## src/cle_pkg.sv

```systemverilog
package cle_pkg;

  localparam int LINE_CAPACITY_DEF = 64;

  localparam logic [7:0] CH_BS  = 8'h08;
  localparam logic [7:0] CH_DEL = 8'h7F;
  localparam logic [7:0] CH_CR  = 8'h0D;
  localparam logic [7:0] CH_LF  = 8'h0A;
  localparam logic [7:0] CH_SP  = 8'h20;
  localparam logic [7:0] CH_NUL = 8'h00;

  typedef enum logic [1:0] {
    KIND_ECHO  = 2'd0,
    KIND_LINE  = 2'd1,
    KIND_EMPTY = 2'd2
  } kind_t;

  typedef enum logic [2:0] {
    S_IDLE,
    S_ECHO,
    S_BS1,
    S_SP,
    S_BS2,
    S_EOL,
    S_LINE,
    S_EMPTY
  } state_t;

  typedef struct packed {
    kind_t      kind;
    logic [7:0] data_byte;
    logic       overflow;
    logic       last;
  } result_t;

endpackage

```

## src/cle_out_reg.sv

```systemverilog
module cle_out_reg (
  input  logic                clk,
  input  logic                rst_n,
  input  logic                push,
  input  cle_pkg::result_t    push_data,
  output logic                load_ok,
  output logic                out_valid,
  input  logic                out_stall,
  output logic [1:0]          out_kind,
  output logic [7:0]          out_data_byte,
  output logic                out_overflow,
  output logic                out_last
);

  logic             valid_r;
  logic             valid_nxt;
  cle_pkg::result_t data_r;

  // a new beat may enter when the register is empty or is being drained
  assign load_ok = !valid_r || !out_stall;

  always_comb begin
    valid_nxt = valid_r;
    if (load_ok) begin
      valid_nxt = push;
    end
  end

  always_ff @(posedge clk) begin
    if (!rst_n) begin
      valid_r <= 1'b0;
    end else begin
      valid_r <= valid_nxt;
    end
  end

  always_ff @(posedge clk) begin
    if (push && load_ok) begin
      data_r <= push_data;
    end
  end

  assign out_valid     = valid_r;
  assign out_kind      = data_r.kind;
  assign out_data_byte = data_r.data_byte;
  assign out_overflow  = data_r.overflow;
  assign out_last      = data_r.last;

endmodule

```

## src/console_line_editor_top.sv

```systemverilog
// Console line editor. Takes one received byte per accepted beat on in_rx_byte and
// returns its results on the out_ channel, one beat each, the final one marked by
// out_last. A byte is taken only while the sequencer is idle (in_stall low); its
// results then leave through an output register at up to one per cycle while out_stall
// is low: an ordinary byte gives its echo, a backspace or DEL gives BS, SP, BS, and a
// line end gives its echo and then an empty-line beat or the bytes of the line.
// The line bytes are read back one per cycle while out_stall is low from a line memory of
// LINE_CAPACITY bytes with separate read and write addresses and a registered read.
// An LF right after a line-ending CR is swallowed with no result.
module console_line_editor_top #(
  parameter int LINE_CAPACITY = cle_pkg::LINE_CAPACITY_DEF
) (
  input  logic       clk,
  input  logic       rst_n,
  input  logic       in_valid,
  output logic       in_stall,
  input  logic [7:0] in_rx_byte,
  output logic       out_valid,
  input  logic       out_stall,
  output logic [1:0] out_kind,
  output logic [7:0] out_data_byte,
  output logic       out_overflow,
  output logic       out_last
);

  localparam int AW = (LINE_CAPACITY > 1) ? $clog2(LINE_CAPACITY) : 1;
  localparam int CW = $clog2(LINE_CAPACITY + 1);
  localparam logic [CW-1:0] CAP = CW'(LINE_CAPACITY);

  cle_pkg::state_t  state_r, state_nxt;
  logic [CW-1:0]    fill_r, fill_nxt;
  logic             after_cr_r, after_cr_nxt;
  logic [CW-1:0]    len_r, len_nxt;
  logic [CW-1:0]    idx_r, idx_nxt;
  logic [7:0]       byte_r, byte_nxt;
  logic             ovf_r, ovf_nxt;

  logic [7:0]       mem [LINE_CAPACITY];
  logic [7:0]       rd_data_r;
  logic             rd_en;
  logic [AW-1:0]    rd_addr;
  logic             wr_en;
  logic [AW-1:0]    wr_addr;

  logic             accept;
  logic             is_bs;
  logic             is_eol;
  logic             drop;
  logic             full;
  logic [CW-1:0]    fill_eff;
  logic             load_ok;
  logic             push;
  cle_pkg::result_t res;

  assign in_stall = (state_r != cle_pkg::S_IDLE);
  assign accept   = in_valid && !in_stall;
  assign is_bs    = (in_rx_byte == cle_pkg::CH_BS) || (in_rx_byte == cle_pkg::CH_DEL);
  assign is_eol   = (in_rx_byte == cle_pkg::CH_CR) || (in_rx_byte == cle_pkg::CH_LF);
  assign drop     = after_cr_r && (in_rx_byte == cle_pkg::CH_LF);
  assign full     = (fill_r >= CAP);
  assign fill_eff = full ? '0 : fill_r;

  // next state
  always_comb begin
    state_nxt = state_r;
    unique case (state_r)
      cle_pkg::S_IDLE: begin
        if (accept && !drop) begin
          if (is_bs) begin
            state_nxt = cle_pkg::S_BS1;
          end else if (is_eol) begin
            state_nxt = cle_pkg::S_EOL;
          end else begin
            state_nxt = cle_pkg::S_ECHO;
          end
        end
      end
      cle_pkg::S_ECHO: if (load_ok) state_nxt = cle_pkg::S_IDLE;
      cle_pkg::S_BS1:  if (load_ok) state_nxt = cle_pkg::S_SP;
      cle_pkg::S_SP:   if (load_ok) state_nxt = cle_pkg::S_BS2;
      cle_pkg::S_BS2:  if (load_ok) state_nxt = cle_pkg::S_IDLE;
      cle_pkg::S_EOL: begin
        if (load_ok) begin
          state_nxt = (len_r == '0) ? cle_pkg::S_EMPTY : cle_pkg::S_LINE;
        end
      end
      cle_pkg::S_LINE: begin
        if (load_ok && (idx_r + CW'(1) == len_r)) begin
          state_nxt = cle_pkg::S_IDLE;
        end
      end
      cle_pkg::S_EMPTY: if (load_ok) state_nxt = cle_pkg::S_IDLE;
      default: state_nxt = cle_pkg::S_IDLE;
    endcase
  end

  // datapath and result beats
  always_comb begin
    fill_nxt     = fill_r;
    after_cr_nxt = after_cr_r;
    len_nxt      = len_r;
    idx_nxt      = idx_r;
    byte_nxt     = byte_r;
    ovf_nxt      = ovf_r;
    wr_en        = 1'b0;
    wr_addr      = fill_eff[AW-1:0];
    rd_en        = 1'b0;
    rd_addr      = '0;
    push         = 1'b0;
    res          = '{kind: cle_pkg::KIND_ECHO, data_byte: byte_r, overflow: ovf_r, last: 1'b0};
    unique case (state_r)
      cle_pkg::S_IDLE: begin
        if (accept) begin
          after_cr_nxt = 1'b0;
          if (!drop) begin
            byte_nxt = in_rx_byte;
            ovf_nxt  = full;
            if (is_bs) begin
              fill_nxt = (fill_eff == '0) ? '0 : fill_eff - CW'(1);
            end else if (is_eol) begin
              len_nxt      = fill_eff;
              fill_nxt     = '0;
              after_cr_nxt = (in_rx_byte == cle_pkg::CH_CR);
            end else begin
              wr_en    = 1'b1;
              fill_nxt = fill_eff + CW'(1);
            end
          end
        end
      end
      cle_pkg::S_ECHO: begin
        push     = 1'b1;
        res.last = 1'b1;
      end
      cle_pkg::S_BS1: begin
        push          = 1'b1;
        res.data_byte = cle_pkg::CH_BS;
      end
      cle_pkg::S_SP: begin
        push          = 1'b1;
        res.data_byte = cle_pkg::CH_SP;
      end
      cle_pkg::S_BS2: begin
        push          = 1'b1;
        res.data_byte = cle_pkg::CH_BS;
        res.last      = 1'b1;
      end
      cle_pkg::S_EOL: begin
        push = 1'b1;
        if (load_ok) begin
          // prefetch the first line byte
          idx_nxt = '0;
          rd_en   = 1'b1;
          rd_addr = '0;
        end
      end
      cle_pkg::S_LINE: begin
        push          = 1'b1;
        res.kind      = cle_pkg::KIND_LINE;
        res.data_byte = rd_data_r;
        res.last      = (idx_r + CW'(1) == len_r);
        if (load_ok) begin
          idx_nxt = idx_r + CW'(1);
          rd_en   = 1'b1;
          rd_addr = idx_nxt[AW-1:0];
        end
      end
      cle_pkg::S_EMPTY: begin
        push          = 1'b1;
        res.kind      = cle_pkg::KIND_EMPTY;
        res.data_byte = cle_pkg::CH_NUL;
        res.last      = 1'b1;
      end
      default: ;
    endcase
  end

  always_ff @(posedge clk) begin
    if (!rst_n) begin
      state_r    <= cle_pkg::S_IDLE;
      fill_r     <= '0;
      after_cr_r <= 1'b0;
    end else begin
      state_r    <= state_nxt;
      fill_r     <= fill_nxt;
      after_cr_r <= after_cr_nxt;
    end
  end

  always_ff @(posedge clk) begin
    len_r  <= len_nxt;
    idx_r  <= idx_nxt;
    byte_r <= byte_nxt;
    ovf_r  <= ovf_nxt;
  end

  always_ff @(posedge clk) begin
    if (wr_en) begin
      mem[wr_addr] <= in_rx_byte;
    end
  end

  always_ff @(posedge clk) begin
    if (rd_en) begin
      rd_data_r <= mem[rd_addr];
    end
  end

  cle_out_reg u_out_reg (
    .clk           (clk),
    .rst_n         (rst_n),
    .push          (push),
    .push_data     (res),
    .load_ok       (load_ok),
    .out_valid     (out_valid),
    .out_stall     (out_stall),
    .out_kind      (out_kind),
    .out_data_byte (out_data_byte),
    .out_overflow  (out_overflow),
    .out_last      (out_last)
  );

  a_fill_bound: assert property (@(posedge clk) disable iff (!rst_n)
    fill_r <= CAP)
    else $error("fill count above capacity");

  a_line_idx: assert property (@(posedge clk) disable iff (!rst_n)
    (state_r == cle_pkg::S_LINE) |-> (idx_r < len_r))
    else $error("line read index past line length");

  a_store_grow: assert property (@(posedge clk) disable iff (!rst_n)
    (accept && !drop && !is_bs && !is_eol && !full) |=> (fill_r == $past(fill_r) + CW'(1)))
    else $error("stored byte did not advance fill count");

  a_eol_clear: assert property (@(posedge clk) disable iff (!rst_n)
    (accept && !drop && is_eol) |=> (fill_r == '0 && state_r == cle_pkg::S_EOL))
    else $error("line end did not clear the store");

endmodule

```

## config.mk

```make
export PLATFORM = sky130hd
export DESIGN_NAME = console_line_editor_top
export DESIGN_NICKNAME = d
export VERILOG_FILES = /design/src/cle_pkg.sv /design/src/cle_out_reg.sv /design/src/console_line_editor_top.sv
export SDC_FILE = /design/constraint.sdc
export NUM_CORES = 1
export LEC_CHECK = 0
export BUFFER_PORTS_ARGS = -buffer_cell sky130_fd_sc_hd__clkbuf_2
export CAP_MARGIN = 20
export CORE_MARGIN = 3
export CORE_UTILIZATION = 50
export CTS_CLUSTER_SIZE = 14
export DETAILED_ROUTE_END_ITERATION = 12
export PLACE_DENSITY = 0.65
export SYNTH_ARGS = -nofsm -noshare
export SYNTH_HDL_FRONTEND = slang
export SYNTH_SLANG_ARGS = --single-unit
export TNS_END_PERCENT = 5
```

## constraint.sdc

```tcl
create_clock -name clk -period 2.5 [get_ports clk]
set_clock_uncertainty 0.1 [all_clocks]
set_input_delay 0.375 -clock clk [delete_from_list [all_inputs] [get_ports clk]]
set_output_delay 0.375 -clock clk [all_outputs]
set_load 0.02 [all_outputs]
```

## Yosys cells after proc, flatten, opt, wreduce, memory -nomap -nowiden

Memory sizes are Yosys's and may differ from the RTL's. A register that Yosys moved wholly into a read port is not among the register bits.
Cells that the tools add are included.

- $add $sub $neg: 3
- Magnitude comparators: 1
- Equality and inequality tests: 19
- Mux-type cells: 35
- Reduce and logical (&&, ||, !) cells: 26
- Bitwise gates (word level): 2

Operators by type and width:

| cell | count |
|---|---|
| two-way mux 7 bit | 6 |
| one-hot mux 8 bit (4 select lines) | 1 |
| == test 8 x 4 -> 1 bit, second input constant | 3 |
| two-way mux 3 bit | 8 |
| one-hot mux 3 bit (6 select lines) | 1 |
| adder 7 x 1 -> 7 bit, second input constant | 2 |
| zero test 7 bit | 2 |
| two-way mux 1 bit | 14 |
| one-hot mux 7 bit (2 select lines) | 1 |
| == test 3 bit, second input constant | 4 |
| two-way mux 6 bit | 2 |
| inequality test 2 bit, second input constant | 6 |
| == test 8 x 7 -> 1 bit, second input constant | 1 |
| == test 7 bit | 1 |
| >= comparator 7 bit, second input constant | 1 |
| OR reduction 7 bit | 1 |
| subtractor 7 x 1 -> 7 bit, second input constant | 1 |
| == test 3 x 2 -> 1 bit, second input constant | 2 |
| AND reduction 3 bit | 2 |
| AND reduction 6 bit | 1 |
| logical AND 1 bit | 5 |
| AND reduction 5 bit | 1 |
| zero test 1 bit | 4 |
| one-hot mux 2 bit (2 select lines) | 1 |
| 11 further kinds | 15 |

- Memory bits (writable): 512
- Input port bits: 12
- Output and inout bits: 14
- Memories: 1
- Bits in registers: 47
- Logic and storage cells: 99

Memories:

| memory | words | bits a word | read ports | clocked after memory_dff | wr ports | RTL line | text |
|---|---|---|---|---|---|---|---|
| mem | 64 | 8 | 1 | 1 | 1 | console_line_editor_top.sv:38 | `logic [7:0] mem [LINE_CAPACITY];` |

## Logic depth before layout (Yosys ltp)

Gate-level depths: netlist (run 1).

- Depth in word-level cells: 9
- Gate-level depth with buffers: 11

## Cells and area by module

A second synthesis (run 1) with hierarchy kept.

- Cell total of the unflattened synthesis: 1699
- Area, all modules: 24090.6 sq um

Modules (own cells, without submodules):

| module | instances | area an instance (sq um) | sequential area each (sq um) | cells each |
|---|---|---|---|---|
| console_line_editor_top | 1 | 23689.0 | 16525.8 | 1682 |
| cle_out_reg | 1 | 401.6 | 380.4 | 17 |

## Worst setup path before layout (run 1)

Ideal clock, no wire load.

- Path kind: flip-flop to flip-flop
- From: reg idx_r[1]
- To: reg rd_data_r[4] (read register of mem) (data pin)
- Stages on the path, launching flop included: 10
- Path buffers: 3
- Library setup time: 0.254 ns
- Arrival time: 2.388 ns
- Path slack: -0.241 ns
- Path through: edfxtp_1 -> ha_1 -> buf_4 -> xor2_2 -> buf_2 -> clkbuf_1 -> mux4_2 -> a211oi_1 -> nor2_1 -> a21o_1

- Longest elaborated chain between the ends: 3

RTL lines:

| element | RTL line | text |
|---|---|---|
| start: declaration | console_line_editor_top.sv:34 | `logic [CW-1:0] idx_r, idx_nxt;` |
| start signal: assignment | console_line_editor_top.sv:192 | `idx_r <= idx_nxt;` |
| adder 7 x 1 -> 7 bit | console_line_editor_top.sv:163 | `idx_nxt = idx_r + CW'(1);` |
| two-way mux 6 bit | console_line_editor_top.sv:162 | `if (load_ok) begin` |
| two-way mux 6 bit | -- |  |
| end: declaration | console_line_editor_top.sv:39 | `logic [7:0] rd_data_r;` |

No other way between the ends.
A chain may end at the register's enable or synchronous reset.

## Final worst setup path (run 1)

- From: reg idx_r[0]
- To: reg rd_data_r[3] (read register of mem) (data pin)

Same word-level chain as after synthesis.

==> results of run 1 <==
-- cell usage after synthesis (6+ instances only) --
master / count / share of area (%)
edfxtp_1: 555 / 73
mux2i_1: 167 / 7.3
nor2_1: 116 / 1.9
nand2_1: 82 / 1.4
o22ai_1: 61 / 1.7
a21oi_1: 44 / 0.97
buf_2: 32 / 0.70
clkbuf_1: 32 / 0.53
nor3_1: 31 / 0.68
nand3_1: 29 / 0.64
o221ai_1: 28 / 1.1
mux4_2: 25 / 2.5
o21ai_0: 24 / 0.53
inv_1: 15 / 0.25
dfxtp_1: 12 / 1.1
nor4_1: 12 / 0.33
a211oi_1: 10 / 0.33
xnor2_1: 10 / 0.38
a31oi_1: 9 / 0.25
a21o_1: 8 / 0.26
a22oi_1: 7 / 0.23
a32oi_1: 7 / 0.27
mux2_2: 7 / 0.35
nand4_1: 7 / 0.19
or4_1: 6 / 0.20
xor2_1: 6 / 0.23
-- layout make-up --
class | count | area (sq um)
multi-input cells | 755 | 6360
flip-flops and latches | 567 | 16900
repair buffers | 276 | 2570
inverters | 17 | 63.8
fillers | 3139 | 16200
clock inverters | 34 | 324
well taps | 592 | 741
clock buffers | 66 | 1460
-- repair_timing --
item                                    CTS  global route
pin swaps                                27            14
gates resized for setup                 143            46
gates cloned                              9             1
endpoints found under the setup margin  247           427
hold buffers                              1             0
endpoints found under the hold margin     4             0
buffers inserted                         14             4
-- power groups by stage --
stage | combinational (mW) | sequential, mW | clock (mW)
2_1_floorplan | 1.12 | 11.3 | 0
6_report | 2.68 | 11.0 | 8.25
3_3_place_gp | 2.38 | 11.2 | 0
4_1_cts | 2.56 | 11.0 | 8.34
3_5_place_dp | 2.41 | 11.2 | 0
5_1_grt | 2.84 | 11.0 | 8.77
-- metal layers --
layer  global-route usage [%]  wire length, um  vias to the layer above
met5                        0                0                        -
met4                     8.92             1830                        0
met3                     3.92             5250                      114
met2                     41.7            29800                      685
met1                     38.0            25800                     7113
li1                         -                -                     6136
-- sequential cells by signal (all words and copies together) (netlist names), 3 cells and up --
register,cells
byte_r,8
state_r,3
idx_r,7
len_r,7
u_out_reg.out_data_byte,8
mem,512
fill_r,7
rd_data_r,8
-- per-stage QoR --
step	setup WS, ps	utilization, %	cells	instance area, sq um	hold slack, ps
floorplan	-52.7	-	1416	22900	300
global route	-390	63.7	2307	28400	60.2
finish	-331	63.7	2307	28400	66.6
CTS	-297	63.2	2303	28200	54.0
global placement	-573	56.8	2179	25400	333
detailed placement	-572	56.8	2179	25400	331
-- worst paths after layout --
check                     start  depth (start not counted)                     end
hold / removal    in_rx_byte[2]                          2               mem[8][2]
setup / recovery       idx_r[0]                         10            rd_data_r[3]
hold reg to reg           ovf_r                          0  u_out_reg.out_overflow
setup reg to reg       idx_r[0]                         10            rd_data_r[3]
-- cell families after synthesis --
logic type | Yosys count | synth area share [%]
buffers and inverters | 94 | 1.91
DFF | 567 | 74.2
xor gates and xnor gates | 18 | 0.757
adders and majority gates | 4 | 0.220
AOI/OAI and AO/OA | 224 | 6.61
and+or+nand+nor | 309 | 6.19
other | 1 | 0.0164
muxes | 199 | 10.1
==> run summary, run 1 <==
status = finished with violations
failing checks = setup timing
MaxCap Viol Count = 0
Crit path buffers/inverters = 2
Primary FF master, synth = edfxtp_1
Final Hold Vio Count = 0
Peak VDD IR = 0.000699 V
crit path max fanout = 7
share of post-route cells with drive strength above 1 = 30.8%
CTS Buffer Depth = 3
relative slew slack = 44.3%
Worst Tran Pin Value = 835 ps
Syn-to-layout area delta = 24.7%
Residual DRC = 0
die footprint = 48,200 sq um
r2r setup slk = -330 ps
most common cell after layout, fill and taps aside = edfxtp_1
WS Path Type = register to register
Post-Syn Instances = 1,416
RSZ-0062 raised after global routing = true
GR Overflow Total = 0
Die H = 220 um
data arrival time of the worst path = 3110 ps
Internal = 16.6 mW
critical path's slowest cell = or4_4
Finish-stage setup viols = 12
CP Capture Type = register
sw frac = 24.4%
CTS buffer count = 56
Worst-Skew Late Latency = 610 ps
syn nets = 1,432
routed vias = 14,000
CP top delay family = compound AO/OA/AOI/OAI gates
final period utilization = 113%
Core Region = 44,600 sq um
P_sw = 5.34 mW
static leakage = 10.3 nW
drt total wl = 62,700 um
crit path time final = 2830 ps
max-slew violation count = 0
initial antenna violation count = 0
CTS tree = built
Starting Density = 51.1%
clock power share = 37.6%
WL/cell = 27.2 um
combinational power share = 12.2%
PortBufs = 25
crit-path cells = ha_4 -> buf_8 -> xor2_4 -> buf_6 -> or4_4 -> o22ai_4 -> a31oi_1 -> a21oi_2 -> nor4_4 -> a21o_1
nets = 1,689
Rows = 77
largest net degree at the start of global routing = 65
number of synthesis warnings = 0
Post-synth ARST share = 0%
min-delay worst type = primary input to register
Detail Route Antenna Nets = 0
PwrDens = 771 nW/um^2
most frequent cells in the layout = 555 x edfxtp_1, 203 x buf_4, 160 x mux2i_1
CTS HTree Levels = 2
CTS Root Cell = clkbuf_16
Vias per Instance = 6.09
synthesized flop and latch total = 567
Post-synth EDFFs = 555
setup tns final = -3100 ps
first-pass GRT wire length = 92,300 um
startpoint class of the critical path = register
sequential power share = 50.2%
post-synth cell types = 67
syn avg cell area = 16.1 sq um
Inserted Diodes = 0
I/O pin count = 26
Tot GR Track Use = 26.4%
sequential element share of the synthesized area = 74.2%
CTS sink cnt = 567
vias in the first global route = 14,000
chip width = 220 um
drt pass-1 iters = 5
HPWL after DPL = 39,400 um
CP peak stage delay = 510 ps
Synth Cell Area = 22,800 sq um
Worst EP required = 2780 ps
GPL Wtd Cong = 0.927
clock-pin slew on the worst setup and hold paths = 70 ps
Final Total Pwr = 21.9 mW
Iteration-0 DRC Markers = 1,827
f_max = 353 MHz
post-route setup slack = -331 ps
Power figures use the tool's default switching activity.
==> run 2: changes to the inputs <==
ABC_AREA = 1   (was unset)
REMOVE_ABC_BUFFERS = 1   (was unset)
==> run 2 against run 1 <==
The run now ends clean. Non-clock buffer count decreased by 31. Core utilization decreased by 2.1 points. Register-to-register slack improved by 350 ps. Clock power decreased by 2%.
==> run summary, run 2 <==
Synth Cell Area = 24,200 sq um
Final Hold Vio Count = 0
Starting Density = 50.7%
first-pass GRT wire length = 96,200 um
startpoint class of the critical path = register
drt total wl = 67,200 um
final period utilization = 99.3%
grt met1 use = 35.6%
WL/cell = 22.2 um
Largest Register = mem
synthesized-area fraction occupied by adder cells = 0.206%
post-route setup slack = 18.4 ps
gr busiest metal = met2
Tot GR Track Use = 25.0%
Worst-Skew Late Latency = 620 ps
CP Capture Type = register
crit path max fanout = 8
Detail Route Antenna Nets = 0
WS Path Type = register to register
crit-path cells = buf_6 -> ha_4 -> nand3_4 -> buf_12 -> clkbuf_16 -> buf_8 -> o211ai_1 -> nand3_1 -> nand3_2 -> nand3_4 -> nand3_2 -> nand2_2
CTS Buffer Depth = 3
CP top delay family = simple AND/OR/NAND/NOR gates
min-delay worst type = primary input to register
largest net degree at the start of global routing = 97
CP peak stage delay = 430 ps
Rows = 80
Vias per Instance = 5.65
max-slew violation count = 0
I/O pin count = 26
Worst Tran Pin Value = 916 ps
MaxCap Viol Count = 0
Iteration-0 DRC Markers = 1,915
GR Util met3 = 3.47%
post-synth cell types = 32
HPWL after DPL = 39,700 um
share of post-route cells with drive strength above 1 = 17.3%
vias in the first global route = 15,900
syn avg cell area = 11.2 sq um
PwrDens = 727 nW/um^2
simple-gate share of the synthesized area = 14.8%
Post-Layout Cell Count = 3,027
met2 Use GR = 39.8%
status = finished clean
Die H = 226 um
design area = 29,500 sq um
Residual DRC = 0
most frequent cells in the layout = 555 x edfxtp_1, 356 x nand2_1, 351 x inv_1
CTS tree = built
Post-synth EDFFs = 555
Core Region = 47,800 sq um
cell taking the most area after synthesis = edfxtp_1
CTS sink cnt = 567
post-synthesis compound-gate area fraction = 7.31%
Crit path buffers/inverters = 4
pre-CTS setup slack = -230 ps
CTS buffer count = 57
crit path time final = 2480 ps
Syn-to-layout area delta = 21.6%
clock-pin slew on the worst setup and hold paths = 60 ps
Post-synth top cells = 555 x edfxtp_1, 363 x nand2_1, 354 x inv_1, 332 x nand3_1, 104 x a21oi_1
number of synthesis warnings = 0
largest cells by area after synthesis = edfxtp_1 69%, nand3_1 6.9%, nand2_1 5.6%, inv_1 5.5%, o211ai_1 2.7%
RSZ-0062 raised after global routing = true
initial antenna violation count = 1
drt pass-1 iters = 6
Final Total Pwr = 21.4 mW
synthesized flop and latch total = 567
post-synthesis xor/xnor area fraction = 0.361%
Post-Syn Instances = 2,172
most frequent cell after synthesis = edfxtp_1
max FFs per register = 512
post-synthesis mux area share = 0%
static leakage = 11.6 nW
Inserted Diodes = 0
Peak VDD IR = 0.000515 V
Finish-stage setup viols = 0
Primary FF master, synth = edfxtp_1
GR Overflow Total = 0
CTS HTree Levels = 2
critical path's slowest cell = edfxtp_1
routed vias = 17,100
die footprint = 51,200 sq um
sequential element share of the synthesized area = 69.7%
PortBufs = 25
chip width = 226 um
main combinational cell family by area after synthesis = simple AND/OR/NAND/NOR gates
top cell type's share of synthesized area = 68.7%
Worst EP required = 2770 ps
dpl cells = 2,888
relative slew slack = 39.0%
placed cell area = 26,300 sq um
CTS Root Cell = clkbuf_16
setup tns final = 0 ps
GPL Wtd Cong = 0.926
f_max = 403 MHz
Post-synth ARST share = 0%
nets = 2,386
most common cell after layout, fill and taps aside = edfxtp_1
data arrival time of the worst path = 2760 ps
fill count = 3,696
==> run 2: cell types whose count changed after synthesis, moves of 65 or more <==
cell | before | now
nand2_1 | 82 | 363
o211ai_1 | 2 | 88
inv_1 | 15 | 354
o21ai_0 | 24 | 89
mux2i_1 | 167 | 0
nand3_1 | 29 | 332
==> run 2: worst paths after layout <==
kind,slack (ps),cells after the start,endpoint,startpoint
setup reg to reg,20,12,rd_data_r[0],idx_r[0]
hold reg to reg,380,2,after_cr_r,after_cr_r
hold / removal,50,1,byte_r[3],in_rx_byte[3]
setup / recovery,20,12,rd_data_r[0],idx_r[0]
==> run 2: timing repair <==
action,4_1_cts,5_1_grt
gates cloned,2,21
resized for setup,44,112
pin swaps,8,57
setup endpoints to repair,8,8
hold endpoints to repair,4,0
hold buffers,2,0
setup buffers,4,10
==> run 2: area by class of cell <==
class	count	area (sq um)	share of cell area (%)
multi-input combinational	1139	6080	20.6
inverter	360	1380	4.67
tap	615	769	2.61
sequential	567	16900	57.4
clock buffer	77	1540	5.24
timing repair buffer	245	2600	8.83
clock inverter	24	189	0.641
==> run 2: stage by stage <==
stage | util [%] | hold slack (ps)
global route | 61.6 | 37.9
floorplan | - | 300
finish | 61.6 | 45.9
CTS | 59.3 | 16.4
global placement | 54.9 | 358
detailed placement | 54.9 | 354
==> run 2: per-layer routing <==
layer  share of wire (%)  up-vias
met1                  41     8328
met3                 8.5      129
li1                    -     7885
met2                  47      754
met5                   0        -
met4                 3.1        0
==> run 2: cells by family (layout without fill, tap and decap cells) <==
family          after synthesis  after routing
simple gates                820            820
buf+inv                     466            706
other cells                   1              1
compound gates              304            304
flops                       567            567
xor+xnor                     10             10
fa+ha+maj                     4              4
==> run 2: worst register-to-register path, cell delays in order (launching register included) <==
cell,delay [ps]
edfxtp_1,430
buf_6,150
ha_4,260
nand3_4,170
buf_12,190
clkbuf_16,160
buf_8,130
o211ai_1,90
nand3_1,160
nand3_2,160
nand3_4,110
nand3_2,80
nand2_2,50
==> run 2: power breakdown <==
part	switching, mW	total [mW]	internal [mW]
clock network	3.50	8.11	4.60
logic	1.63	2.34	0.714
registers	0.138	11.0	10.9
==> run 3: changes to the inputs <==
CORE_UTILIZATION = 55   (was 50)
CTS_BUF_LIST = sky130_fd_sc_hd__clkbuf_4   (was unset)
PLACE_DENSITY = 0.71   (was 0.65)
==> run 3 against run 2 <==
Non-clock buffer count decreased by 45. Largest power group unchanged. Maximum frequency down 3.2%. Global-route usage rose by 2.0 points. Combinational power grew 5%. The flow now finishes with violations (setup timing). Total power down 1.7%. Register-to-register slack worse by 80 ps. Design area decreased by 2.1%. Setup slack got worse by 83 ps. Sequential power is essentially flat. Clock-buffer cell count grew 120. Cell count grew 2.3%. Die area down 8.9%.
==> run summary, run 3 (synthesis results as in run 2) <==
Vias per Instance = 5.62
die footprint = 46,600 sq um
share of post-route cells with drive strength above 1 = 20.8%
HPWL after DPL = 38,900 um
I/O pin count = 26
Largest Register = mem
WL/cell = 20.6 um
Die H = 216 um
static leakage = 11.4 nW
RSZ-0062 raised after global routing = true
Final Hold Vio Count = 0
Core Region = 43,300 sq um
Worst EP required = 3110 ps
Crit path top cell by count = nand3_1
data arrival time of the worst path = 3180 ps
CTS Buffer Depth = 3
CP peak stage delay = 410 ps
CTS buffer count = 141
Iteration-0 DRC Markers = 2,050
post-route setup slack = -64.7 ps
min-delay worst type = primary input to register
final core area utilization = 66.7%
crit path time final = 2560 ps
max FFs per register = 512
GR Overflow Total = 0
CTS sink cnt = 567
clock-pin slew on the worst setup and hold paths = 70 ps
CTS HTree Levels = 4
Tot GR Track Use = 27.0%
vias in the first global route = 17,000
Detail Route Antenna Nets = 0
final period utilization = 103%
chip width = 216 um
PortBufs = 25
WS Path Type = register to register
most common cell after layout, fill and taps aside = edfxtp_1
routed vias = 17,400
first-pass GRT wire length = 95,100 um
crit-path cells = buf_4 -> ha_4 -> nand3_4 -> buf_12 -> buf_4 -> a21oi_1 -> o21ai_0 -> nand3_1 -> nand3_1 -> nand3_1 -> nand3_1 -> nand2_2
failing checks = setup timing
setup tns final = -256 ps
PwrDens = 731 nW/um^2
drt pass-1 iters = 6
most frequent cells in the layout = 555 x edfxtp_1, 352 x nand2_1, 351 x inv_1
Peak VDD IR = 0.000466 V
GPL Wtd Cong = 0.971
CTS Root Cell = clkbuf_4
nets = 2,426
CP Capture Type = register
Worst-Skew Late Latency = 860 ps
largest net degree at the start of global routing = 82
CTS tree = built
f_max = 390 MHz
startpoint class of the critical path = register
Residual DRC = 0
crit path max fanout = 22
status = finished with violations
MaxCap Viol Count = 0
critical path's slowest cell = edfxtp_1
Syn-to-layout area delta = 19.0%
Finish-stage setup viols = 7
Rows = 76
relative slew slack = 39.3%
max-slew violation count = 0
Worst Tran Pin Value = 910 ps
drt total wl = 63,800 um
Starting Density = 56.0%
initial antenna violation count = 1
-- run 3: cell count changes in the layout (fill, tap and decap cells not counted), sizes merged, moves of 3 or more --
cell	previous run	this run
buf	200	159
clkbuf	120	226
clkinv	20	37
clkinvlp	1	4
dlygate4sd3	2	10
-- run 3: final cells by class --
class,count,area [sq um]
clock buffer,197,1480
inverter,360,1370
sequential,567,16900
tap,585,732
antenna,1,2.50
multi-input combinational,1140,5910
clock inverter,47,302
fill,3129,14400
timing repair buffer,200,2140
-- run 3: report_power, final --
group / internal [mW] / switching, mW
sequential: 10.9 / 0.138
clock: 4.06 / 3.59
combinational: 0.771 / 1.68
total: 15.7 / 5.41
-- run 3: per-stage QoR --
step / total power, mW / cells / hold WS, ps / cell area [sq um] / worst slack, ps
2_1_floorplan: 12.3 / 2066 / 300 / 23800 / -5630
3_3_place_gp: 13.4 / 2816 / 319 / 26000 / -431
3_5_place_dp: 13.5 / 2816 / 336 / 26000 / -476
4_1_cts: 21.1 / 3083 / 17.2 / 28400 / -23.0
5_1_grt: 21.9 / 3097 / 36.0 / 28800 / -220
6_report: 21.1 / 3097 / 90.8 / 28800 / -64.7
-- run 3: timing repair --
| action | in CTS | in global routing |
|---|---|---|
| hold endpoints to repair | 64 | 0 |
| resized for setup | 55 | 81 |
| buffers inserted | 8 | 8 |
| gates cloned | 5 | 6 |
| hold buffers | 10 | 0 |
| endpoints found under the setup margin | 70 | 388 |
| pin swaps | 12 | 19 |
-- run 3: worst max-delay path: cells and delay by family, from the launching register on --
kind / cells / cell delay, ps
compound gates: 2 / 340
fa+ha+maj: 1 / 320
buf+inv: 3 / 610
flops: 1 / 410
simple gates: 6 / 650
-- run 3: per-layer routing --
metal  GRT usage [%]  up-vias  share of wire [%]
met1            34.9     8267                 39
met2            43.9      914                 47
met3            6.10      173                 10
met4            12.4        0                4.0
li1                -     8057                  -
met5               0        -                  0
-- run 3: worst paths after layout --
kind	slack, ps	cells past startpoint	to	from
max reg2reg	-60	12	rd_data_r[4]	idx_r[0]
min	90	2	mem[43][5]	in_rx_byte[5]
max	-60	12	rd_data_r[4]	idx_r[0]
min reg2reg	350	0	u_out_reg.out_overflow	ovf_r
